### src/hdl/rcddm_pkg.sv
// rcddm_pkg: types, constants and premix functions for the differential-drive mixer.
// No dependencies; imported by every module of the mixer.
`timescale 1ns / 1ps
`default_nettype none

package rcddm_pkg;

	typedef logic signed [7:0] axis_t;
	typedef logic signed [9:0] premix_t;
	typedef logic signed [8:0] pivot_t;
	typedef logic [1:0]        dir_t;

	localparam int          PULSE_W     = 12;
	localparam logic [11:0] PULSE_LO    = 12'd1000;
	localparam logic [11:0] PULSE_HI    = 12'd2000;
	localparam logic [5:0]  AXIS_MUL    = 6'd51;
	localparam logic [15:0] AXIS_RECIP  = 16'd41944;
	localparam int          RECIP_SHIFT = 20;
	localparam logic [8:0]  PIVOT_LIMIT = 9'd32;

	localparam dir_t DIR_STOP = 2'b00;
	localparam dir_t DIR_FWD  = 2'b01;
	localparam dir_t DIR_REV  = 2'b11;

	localparam logic [7:0] REG_LEFT_MIN  = 8'd0;
	localparam logic [7:0] REG_RIGHT_MIN = 8'd1;

	function automatic premix_t premix_left(axis_t x, axis_t y);
		premix_t p;
		if (y >= 0) begin
			p = (x >= 0) ? 10'sd127 : 10'sd127 + premix_t'(x);
		end else begin
			p = (x >= 0) ? 10'sd127 - premix_t'(x) : 10'sd127;
		end
		return p;
	endfunction

	function automatic premix_t premix_right(axis_t x, axis_t y);
		premix_t p;
		if (y >= 0) begin
			p = (x >= 0) ? 10'sd127 - premix_t'(x) : 10'sd127;
		end else begin
			p = (x >= 0) ? 10'sd127 : 10'sd127 + premix_t'(x);
		end
		return p;
	endfunction

endpackage

`default_nettype wire

### src/hdl/rcddm_axis.sv
// rcddm_axis: saturates one pulse width and maps it to a signed axis value (stages 1-2).
// Depends on rcddm_pkg.
`timescale 1ns / 1ps
`default_nettype none

module rcddm_axis
	import rcddm_pkg::*;
(
	input  wire logic               clk,
	input  wire logic               en,
	input  wire logic [PULSE_W-1:0] pulse,
	output axis_t                   axis_s2
);

	logic [9:0]  span;
	logic [15:0] scaled_s1;
	logic [28:0] prod;

	always_comb begin
		if (pulse < PULSE_LO) begin
			span = 10'd0;
		end else if (pulse > PULSE_HI) begin
			span = 10'(PULSE_HI - PULSE_LO);
		end else begin
			span = 10'(pulse - PULSE_LO);
		end
	end

	// span*255/1000 == (span*51/8)/25, the divide by 25 done by reciprocal
	always_ff @(posedge clk) begin
		if (en) begin
			scaled_s1 <= 16'(span) * 16'(AXIS_MUL);
		end
	end

	assign prod = 29'(scaled_s1[15:3]) * 29'(AXIS_RECIP);

	always_ff @(posedge clk) begin
		if (en) begin
			axis_s2 <= {~prod[RECIP_SHIFT+7], prod[RECIP_SHIFT+6:RECIP_SHIFT]};
		end
	end

endmodule

`default_nettype wire

### src/hdl/rcddm_mix.sv
// rcddm_mix: scales one motor's premix by throttle and blends in the pivot (stages 3-5).
// Depends on rcddm_pkg.
`timescale 1ns / 1ps
`default_nettype none

module rcddm_mix
	import rcddm_pkg::*;
(
	input  wire logic    clk,
	input  wire logic    en,
	input  wire premix_t premix,
	input  wire pivot_t  pivot,
	input  wire axis_t   y,
	output axis_t        mix_s5
);

	logic [8:0]          ay;
	logic                big;
	logic [5:0]          ay_small;
	logic [5:0]          gap;
	logic signed [17:0]  pty_s3;
	logic signed [15:0]  piv_s3;
	logic [5:0]          ay_s3;
	logic                big_s3;
	logic signed [24:0]  num_d;
	logic signed [24:0]  num_s4;
	logic                big_s4;
	logic signed [24:0]  bias;
	logic signed [24:0]  quo;

	assign ay       = (y < 0) ? 9'(-(9'(y))) : 9'(y);
	assign big      = (ay > PIVOT_LIMIT);
	assign ay_small = big ? 6'd0 : ay[5:0];
	assign gap      = big ? 6'd0 : 6'(PIVOT_LIMIT - ay);

	always_ff @(posedge clk) begin
		if (en) begin
			pty_s3 <= 18'(premix) * 18'(y);
			piv_s3 <= 16'(signed'({1'b0, gap})) * 16'(pivot);
			ay_s3  <= ay_small;
			big_s3 <= big;
		end
	end

	always_comb begin
		if (big_s3) begin
			num_d = 25'(pty_s3);
		end else begin
			num_d = 25'(signed'({1'b0, ay_s3})) * 25'(pty_s3) + (25'(piv_s3) <<< 7);
		end
	end

	always_ff @(posedge clk) begin
		if (en) begin
			num_s4 <= num_d;
			big_s4 <= big_s3;
		end
	end

	// truncate toward zero: bias negatives before the arithmetic shift
	always_comb begin
		if (num_s4 < 0) begin
			bias = big_s4 ? 25'sd127 : 25'sd4095;
		end else begin
			bias = 25'sd0;
		end
		quo = big_s4 ? ((num_s4 + bias) >>> 7) : ((num_s4 + bias) >>> 12);
	end

	always_ff @(posedge clk) begin
		if (en) begin
			if (quo > 25'sd127) begin
				mix_s5 <= 8'sd127;
			end else if (quo < -25'sd128) begin
				mix_s5 <= -8'sd128;
			end else begin
				mix_s5 <= axis_t'(quo);
			end
		end
	end

endmodule

`default_nettype wire

### src/hdl/rcddm_drive.sv
// rcddm_drive: maps one motor's mix to duty, direction and floor (stage 6).
// Depends on rcddm_pkg.
`timescale 1ns / 1ps
`default_nettype none

module rcddm_drive
	import rcddm_pkg::*;
(
	input  wire logic       clk,
	input  wire logic       en,
	input  wire axis_t      mix,
	input  wire logic [7:0] min_speed,
	output logic [7:0]      speed_s6,
	output dir_t            dir_s6,
	output logic [7:0]      floor_s6
);

	logic [7:0] mag;
	logic [6:0] dec;
	logic [7:0] raw;
	logic [7:0] flr;

	assign mag = (mix < 0) ? 8'(-(9'(mix))) : 8'(mix);
	assign dec = 7'(mag - 8'd1);

	// (mag-1)*255/127 == 2*(mag-1) + ((mag-1) == 127)
	always_comb begin
		if (mag == 8'd0) begin
			raw = 8'd0;
		end else begin
			raw = {dec, 1'b0} + 8'(dec == 7'd127);
		end
		flr = (raw == 8'd0) ? 8'd0 : min_speed;
	end

	always_ff @(posedge clk) begin
		if (en) begin
			speed_s6 <= (raw < flr) ? flr : raw;
			floor_s6 <= flr;
			if (mix > 0) begin
				dir_s6 <= DIR_FWD;
			end else if (mix < 0) begin
				dir_s6 <= DIR_REV;
			end else begin
				dir_s6 <= DIR_STOP;
			end
		end
	end

endmodule

`default_nettype wire

### src/hdl/rc_differential_drive_mixer_top.sv
// rc_differential_drive_mixer_top: six-stage differential-drive mixer for two RC pulses.
// Depends on rcddm_pkg, rcddm_axis, rcddm_mix, rcddm_drive.
//
// channel  dir  handshake             payload
// s_*      in   s_tvalid / s_tready   s_tdata: steer_pulse, throttle_pulse
// m_*      out  m_tvalid / m_tready   m_tdata: speeds, dirs, floors
// cfg_*    in   cfg_valid / cfg_ready cfg_index, cfg_data
//
// One transfer per cycle in and out while the output is not held by m_tready.
// The stage count is set by the pulse-to-axis reciprocal and the two-multiply pivot blend.
// A stall on m_tready holds every stage; s_tready drops only while the output is held.
// Reset clears the stage valid bits and both floor registers; cfg_ready is always high.
`timescale 1ns / 1ps
`default_nettype none

module rc_differential_drive_mixer_top
	import rcddm_pkg::*;
(
	input  wire logic        clk,
	input  wire logic        arst_n,
	input  wire logic        s_tvalid,
	output logic             s_tready,
	input  wire logic [23:0] s_tdata,   // [11:0] steer_pulse, [23:12] throttle_pulse
	output logic             m_tvalid,
	input  wire logic        m_tready,
	output logic [39:0]      m_tdata,   // [7:0] left_speed, [9:8] left_dir,
	                                    // [17:10] right_speed, [19:18] right_dir,
	                                    // [27:20] left_floor, [35:28] right_floor, zero pad
	input  wire logic        cfg_valid,
	output logic             cfg_ready,
	input  wire logic [7:0]  cfg_index,
	input  wire logic [7:0]  cfg_data
);

	logic       adv;
	logic       vld_s1, vld_s2, vld_s3, vld_s4, vld_s5, vld_s6;
	logic [7:0] left_min_q;
	logic [7:0] right_min_q;
	axis_t      x_s2;
	axis_t      y_s2;
	axis_t      mix_l_s5;
	axis_t      mix_r_s5;
	logic [7:0] spd_l_s6, spd_r_s6, flr_l_s6, flr_r_s6;
	dir_t       dir_l_s6, dir_r_s6;

	assign adv       = !vld_s6 || m_tready;
	assign s_tready  = adv;
	assign cfg_ready = 1'b1;

	always_ff @(posedge clk or negedge arst_n) begin
		if (!arst_n) begin
			left_min_q  <= 8'd0;
			right_min_q <= 8'd0;
		end else if (cfg_valid) begin
			unique case (cfg_index)
				REG_LEFT_MIN:  left_min_q  <= cfg_data;
				REG_RIGHT_MIN: right_min_q <= cfg_data;
				default: ;
			endcase
		end
	end

	always_ff @(posedge clk or negedge arst_n) begin
		if (!arst_n) begin
			vld_s1 <= 1'b0;
			vld_s2 <= 1'b0;
			vld_s3 <= 1'b0;
			vld_s4 <= 1'b0;
			vld_s5 <= 1'b0;
			vld_s6 <= 1'b0;
		end else if (adv) begin
			vld_s1 <= s_tvalid;
			vld_s2 <= vld_s1;
			vld_s3 <= vld_s2;
			vld_s4 <= vld_s3;
			vld_s5 <= vld_s4;
			vld_s6 <= vld_s5;
		end
	end

	rcddm_axis u_axis_x (
		.clk     (clk),
		.en      (adv),
		.pulse   (s_tdata[11:0]),
		.axis_s2 (x_s2)
	);

	rcddm_axis u_axis_y (
		.clk     (clk),
		.en      (adv),
		.pulse   (s_tdata[23:12]),
		.axis_s2 (y_s2)
	);

	rcddm_mix u_mix_l (
		.clk    (clk),
		.en     (adv),
		.premix (premix_left(x_s2, y_s2)),
		.pivot  (pivot_t'(x_s2)),
		.y      (y_s2),
		.mix_s5 (mix_l_s5)
	);

	rcddm_mix u_mix_r (
		.clk    (clk),
		.en     (adv),
		.premix (premix_right(x_s2, y_s2)),
		.pivot  (pivot_t'(-(pivot_t'(x_s2)))),
		.y      (y_s2),
		.mix_s5 (mix_r_s5)
	);

	rcddm_drive u_drive_l (
		.clk       (clk),
		.en        (adv),
		.mix       (mix_l_s5),
		.min_speed (left_min_q),
		.speed_s6  (spd_l_s6),
		.dir_s6    (dir_l_s6),
		.floor_s6  (flr_l_s6)
	);

	rcddm_drive u_drive_r (
		.clk       (clk),
		.en        (adv),
		.mix       (mix_r_s5),
		.min_speed (right_min_q),
		.speed_s6  (spd_r_s6),
		.dir_s6    (dir_r_s6),
		.floor_s6  (flr_r_s6)
	);

	assign m_tvalid = vld_s6;
	assign m_tdata  = {4'd0, flr_r_s6, flr_l_s6, dir_r_s6, spd_r_s6, dir_l_s6, spd_l_s6};

	a_left_floor: assert property (@(posedge clk) disable iff (!arst_n)
		(m_tvalid && flr_l_s6 != 8'd0) |-> (spd_l_s6 >= flr_l_s6 && dir_l_s6 != DIR_STOP))
		else $error("left floor applied without drive");

	a_right_dir: assert property (@(posedge clk) disable iff (!arst_n)
		m_tvalid |-> (dir_r_s6 != 2'b10 && dir_l_s6 != 2'b10))
		else $error("invalid direction code");

	a_drain: assert property (@(posedge clk) disable iff (!arst_n)
		(m_tvalid && m_tready && !vld_s5) |=> !m_tvalid)
		else $error("output repeated after transfer");

endmodule

`default_nettype wire
### config.mk
export PLATFORM = sky130hd
export DESIGN_NAME = rc_differential_drive_mixer_top
export DESIGN_NICKNAME = d
export VERILOG_FILES = /design/src/hdl/rcddm_pkg.sv /design/src/hdl/rcddm_axis.sv /design/src/hdl/rcddm_mix.sv /design/src/hdl/rcddm_drive.sv /design/src/hdl/rc_differential_drive_mixer_top.sv
export SDC_FILE = /design/constraint.sdc
export NUM_CORES = 2
export LEC_CHECK = 0
export BUFFER_PORTS_ARGS = -buffer_cell sky130_fd_sc_hd__buf_2
export CORE_MARGIN = 5
export CORE_UTILIZATION = 40
export DETAILED_ROUTE_END_ITERATION = 8
export PLACE_DENSITY_LB_ADDON = 0.2
export SLEW_MARGIN = 10
export SYNTH_ARGS = -nofsm -noshare
export SYNTH_HDL_FRONTEND = slang
export SYNTH_HIERARCHICAL = 1
export SYNTH_SLANG_ARGS = --single-unit
### constraint.sdc
create_clock -name clk -period 7.96 [get_ports clk]
set_clock_uncertainty 0.15 [all_clocks]
set_input_delay 1.592 -clock clk [delete_from_list [all_inputs] [get_ports clk]]
set_output_delay 1.592 -clock clk [all_outputs]
set_load 0.02 [all_outputs]
After elaboration in Yosys (flattened, before gate mapping). Index checks and enable logic that the tools add are counted.

Logic and storage cells: 119. Output and inout port bits: 43. Input port bits: 45. Bits in registers: 247.

Eq/ne operators: 3. $mul: 10. Multiplexer cells: 29. Order comparisons: 20. $add $sub $neg: 17. Bitwise operators: 2. Reduce and logical (&&, ||, !) cells: 9.

Operators by type and width (count): $mux 10 (8); $mux 8 (10); $mux 25 (3); $lt 25x1->1 const B (2); $mul 13x13->25 const B (2); $mul 7x18->25 (2); $logic_not 8->1 (5); $gt 18x8->1 const B (2); $lt 18x8->1 const B (2); $mul 10x8->18 (2); $mux 17 (2); $mul 10x6->16 const B (2); $add 25x13->25 (1); $add 25x22->25 (1); $add 25x23->25 (1); $add 25x25->25 (1); $gt 12x11->1 const B (2); $lt 12x10->1 const B (2); $lt 8x1->1 const B (3); $mux 12 (2); $sub 10x10->10 const B (2); $neg 8->9 (2); $add 8x1->8 (2); $ge 8x1->1 const B (2); 19 further kinds (27).

Longest topological paths before layout.
Depth after elaboration: 10. Depth in mapped cells: 30. Gate-level depth less buffers: 27.

Modules after synthesis. Netlist, hierarchy kept.

Modules (own cells, without submodules): rcddm_mix at u_mix_r (sequential area each 2252.2 µm², area each 13077.5 µm², cells an instance 1369, times used 1); rcddm_mix at u_mix_l (sequential area each 2252.2 µm², area each 13011.2 µm², cells an instance 1338, times used 1); rcddm_axis (sequential area each 630.6 µm², area each 5088.6 µm², cells an instance 514, times used 2); rcddm_drive (sequential area each 540.5 µm², area each 1437.6 µm², cells an instance 140, times used 2); rc_differential_drive_mixer_top (sequential area each 550.5 µm², area each 1382.6 µm², cells an instance 139, times used 1).

Worst setup path before layout. Ideal clock, no wire load.

Path kind: input to output. Start point: in m_tready. End point: out s_tready. Setup slack: -0.085 ns. Arrival time: 6.303 ns. Stages: 3. Data required time: 6.218 ns. Path buffers: 1. Path through: nor2b_1 > clkbuf_1 > inv_1.

Word-level cells in the longest chain between the ends: 1.

RTL lines: start: declaration (RTL line rc_differential_drive_mixer_top.sv:25) `input wire logic m_tready,`; $logic_or 1x1->1 (RTL line rc_differential_drive_mixer_top.sv:46) `assign adv = !vld_s6 || m_tready;`; end: declaration (RTL line rc_differential_drive_mixer_top.sv:22) `output logic s_tready,`.

Every way passes these cells.

Worst setup path after layout.
Start point: reg u_axis_x.axis_s2[0]. End point: reg u_mix_r.pty_s3[17] (data pin).

Word-level cells in the longest chain between the ends: 4. Elaborated cells between the ends (all ways): 7. Those cells by class: add/sub (2); mul (1); order compare (1); mux (3).

RTL lines: start: declaration (RTL line rcddm_axis.sv:12) `output axis_t axis_s2`; start signal: assignment (RTL line rcddm_axis.sv:40) `axis_s2 <= {~prod[RECIP_SHIFT+7], prod[RECIP_SHIFT+6:RECIP_SHIFT]};`; $add 8x8->9, or another cell as far along (RTL line rcddm_pkg.sv:43) `p = (x >= 0) ? 10'sd127 : 10'sd127 + premix_t'(x);`; $mux 10 (on tied branches) (RTL line rcddm_pkg.sv:43, rcddm_pkg.sv:41); $mux 10 (*) (RTL line rcddm_pkg.sv:40) `if (y >= 0) begin`; $mul 10x8->18 (*) (RTL line rcddm_mix.sv:38) `pty_s3 <= 18'(premix) * 18'(y);`; end signal: assignment (RTL line rcddm_mix.sv:38); end: declaration (RTL line rcddm_mix.sv:21) `logic signed [17:0] pty_s3;`.

Mark *: on every way between the ends. The rest lies on a longest branch, timed or not. A chain may end at the register's enable or synchronous reset.

==> metrics.md <==
| Metric | Value |
|---|---|
| CP startpoint kind | flop |
| Max_cap viols | 0 |
| Flops & latches, synth | 250 |
| Cells on worst reg2reg path | 22 |
| Final setup fails | 0 |
| Cts hold-fix bufs | 0 |
| Vias in the first global route | 28681 |
| Share of cells above drive strength 1 | under 10% |
| Syn Area/Cell | 9.755 um2 |
| Share of flip-flops with an asynchronous set or reset | 8.800% |
| Global placer's final weighted congestion | 0.8249 |
| RSZ-0062 raised after global routing | false |
| Crit-path max cell delay | 0.55 ns |
| NumNets Final | around 5300 |
| Reg clk slew, reported paths | roughly 0.06 ns |
| Crit path buf inv count | 2 |
| Final period utilization | roughly 93% |
| Grt total ovfl | 0 |
| Dpl hpwl | 67140 um |
| Critical hold path startpoint | vld_s5$_DFFE_PN0P_ |
| CTS tree | done |
| Area growth from synthesis to layout | 7.527% |
| Core area | roughly 100000 um2 |
| Hold endpoint | m_tvalid$_DFFE_PN0P_ |
| CP Data Required Time | 8.14 ns |
| Fin Setup TNS | 0 ns |
| Clock buffer depth | 3 |
| Post-Syn Area | 40520 um2 |
| Die Height | 328.3 um |
| CP dominant cell by count | fa_1 |
| ANT nets after route | 0 |
| Port buffer count | 82 |
| Largest net degree at the start of global routing | 82 |
| Initial antenna violation count | 0 |
| Reg2reg end | u_mix_r/pty_s3[17]$_DFFE_PP_ |
| Sink Count | between 200 and 300 |
| Sequential fraction of the synthesis area | between 10% and 20% |
| Clk root buf | clkbuf_16 |
| Mapped Cells | 4154 |
| Reg2Reg Setup Slack | between 0.5 and 0.6 ns |
| Slowest cell on crit path | a22oi_1 |
| FP Rows | between 100 and 150 |
| Die ar. | 107800 um2 |
| Most used DFF post-synth | edfxtp_1 |
| Drt total wl | 81150 um |
| Commonest non-fill, non-tap cell in the layout | inv_1 |
| Minimum clock period | 7.408 ns |
| Fmax | 0.1350 GHz |
| Routed len/inst | 14.50 um |
| Post-CTS setup repair buffer count | 0 |
| CP delay by family, top | adder cells |
| R2R Path Start | u_axis_x/axis_s2[0]$_DFFE_PP_ |
| Final hold viol count | 0 |
| Hold crit path type | flop to flop |
| Hold depth | 1 |
| Crit path max fanout | 9 |
| 1st-iter DRT viols | between 1000 and 1500 |
| Arrival @ worst endpoint | 7.59 ns |
| Ports | between 80 and 90 |
| Crit path kind | flop to flop |
| Drt pass-1 iters | 5 |
| Starting density of the core | 40.41% |
| Vias | approximately 27000 |
| Most frequent cells in the layout | 840 x inv_1, 533 x ha_1, 530 x fa_1 |
| Unique masters post-synth | ~110 |
| Final Slew Violations | 0 |
| Htree depth | 2 |
| Cell depth of the worst setup path | 22 |
| Max-slew headroom | 19.47% |
| Slack of the critical path | 0.5524 ns |
| First-pass GRT wire length | approximately 140000 um |
| Worst slew pin tran | 1.198 ns |
| Post-synth EDFFs | between 200 and 250 |
| Vias per inst | 4.890 |
| Status | finished clean |
| CP cell instances | inv_1 > ha_1 > or3b_4 > or3_1 > or3_1 > ha_1 > nand2_1 > nor2_1 > a22oi_1 > nand2_1 > fa_1 > fa_1 > inv_1 > fa_1 > fa_1 > ha_1 > nand2b_1 > a21boi_0 > o22ai_1 > o211a_1 > o21ai_0 > or3b_2 |
| Setup Slack @ Placement | 0.4924 ns |
| GRT Total Usage | 15.43% |
| Die X | about 330 um |
| Diodes inserted | 0 |
| Endpoint class of the critical path | flop |
| CTS resizes | 0 |
| Clock latency on the worst-skew pair | 0.60 ns |
| Ys Warns | 6 |
| Residual DRC | 0 |
| Num CTS Buffers | 36 |
[worst max path at each step]
stage	from	to	slack, ns
after floorplan	u_axis_x/axis_s2[0]$_DFFE_PP_	u_mix_l/pty_s3[16]$_DFFE_PP_	0.91
after global placement	u_axis_x/axis_s2[1]$_DFFE_PP_	u_mix_r/pty_s3[17]$_DFFE_PP_	0.64
after detailed placement	u_axis_x/axis_s2[0]$_DFFE_PP_	u_mix_l/pty_s3[17]$_DFFE_PP_	0.49
final	u_axis_x/axis_s2[0]$_DFFE_PP_	u_mix_r/pty_s3[17]$_DFFE_PP_	0.55
after CTS	u_axis_x/axis_s2[0]$_DFFE_PP_	u_mix_l/pty_s3[17]$_DFFE_PP_	0.47
after global routing	u_axis_x/axis_s2[0]$_DFFE_PP_	u_mix_r/pty_s3[17]$_DFFE_PP_	0.01
[cell families (layout without fill, tap and decap cells)]
kind of cell | Yosys count | in the layout | synth area share [%]
simple gates | 1099 | 1099 | 14.95
compound gates | 556 | 556 | 9.448
flops | 250 | 250 | 18.25
fa+ha+maj | 1063 | 1063 | 42.64
other cells | 2 | 5 | 0.01853
xor+xnor | 207 | 207 | 4.492
buf+inv | 929 | 1012 | 8.895
mux | 48 | 48 | 1.300
[metrics by stage]
| stage | instance area (um2) | utilization, % | hold slack, ns | std cells |
|---|---|---|---|---|
| after floorplan | 40540 | - | 0.2744 | 4157 |
| after detailed placement | 42380 | 42.26 | 0.3294 | 5532 |
| final | 43570 | 43.45 | 0.3398 | 5597 |
| after CTS | 43560 | 43.43 | 0.3375 | 5597 |
| after global placement | 42380 | 42.26 | 0.3107 | 5532 |
| after global routing | 43570 | 43.45 | 0.3514 | 5597 |
[synthesized netlist by cell type (8+ instances only)]
| cell | n | area (um2) |
|---|---|---|
| a211o_1 | 11 | 96.34 |
| a211oi_1 | 17 | 127.6 |
| a21o_1 | 41 | 307.8 |
| a21oi_1 | 126 | 630.6 |
| a22o_1 | 14 | 122.6 |
| a22oi_1 | 9 | 67.56 |
| a31oi_1 | 35 | 219.0 |
| and2_1 | 364 | 2277 |
| and3_1 | 32 | 200.2 |
| buf_2 | 11 | 55.05 |
| buf_4 | 9 | 67.56 |
| buf_6 | 9 | 101.4 |
| clkbuf_1 | 49 | 183.9 |
| dfrtp_1 | 22 | 550.5 |
| edfxtp_1 | 228 | 6847 |
| fa_1 | 530 | 10610 |
| ha_1 | 533 | 6669 |
| inv_1 | 841 | 3157 |
| mux2_2 | 33 | 371.6 |
| mux2i_1 | 14 | 140.1 |
| nand2_1 | 245 | 919.6 |
| nand2b_1 | 35 | 219.0 |
| nand3_1 | 45 | 225.2 |
| nand3b_1 | 12 | 90.09 |
| nand4_1 | 18 | 112.6 |
| nor2_1 | 150 | 563.0 |
| nor2b_1 | 26 | 162.7 |
| nor3_1 | 41 | 205.2 |
| nor3b_1 | 14 | 105.1 |
| nor4_1 | 16 | 100.1 |
| o2111ai_1 | 8 | 70.07 |
| o211ai_1 | 8 | 60.06 |
| o21a_1 | 24 | 180.2 |
| o21ai_0 | 96 | 480.5 |
| o21ai_1 | 23 | 115.1 |
| o21bai_1 | 17 | 127.6 |
| o22ai_1 | 8 | 50.05 |
| o31ai_1 | 19 | 142.6 |
| or2_2 | 17 | 106.4 |
| or3_1 | 22 | 137.6 |
| or4_1 | 8 | 60.06 |
| xnor2_1 | 133 | 1165 |
| xor2_1 | 73 | 639.4 |
[routing by layer]
layer  global-route usage [%]  routed length (um)
met3                    1.898                2627
met5                        0                   0
met1                    20.92               38410
met2                    26.32               38210
met4                    3.979                1903
[state kept, by name, summed over array words and instances (netlist names), 2 cells and up]
register            count
u_axis_x/scaled_s1     13
u_mix_r/ay_s3           6
u_mix_l/pty_s3         18
u_mix_r/mix_s5          8
u_mix_l/piv_s3         16
u_mix_r/num_s4         25
u_mix_r/pty_s3         18
u_drive_l/floor_s6      8
u_mix_l/num_s4         25
u_axis_y/axis_s2        8
u_drive_r/dir_s6        2
u_axis_x/axis_s2        8
u_drive_r/floor_s6      8
u_drive_l/speed_s6      8
u_axis_y/scaled_s1     13
left_min_q              8
u_mix_l/mix_s5          8
u_drive_l/dir_s6        2
right_min_q             8
u_mix_r/piv_s3         16
u_drive_r/speed_s6      8
u_mix_l/ay_s3           6
[final cells by class]
class / instances / area (um2)
multi-input cells: 2978 / 29560
repair buffers: 102 / 560.5
well taps: 1357 / 1698
clock inverters: 20 / 225.2
clock buffers: 45 / 954.7
fillers: 9745 / 56720
inverters: 845 / 3178
flip-flops and latches: 250 / 7397
Power is left out: the tool's default activity adds up to more than one toggle a clock period on the data nets, which glitch-free logic cannot reach.
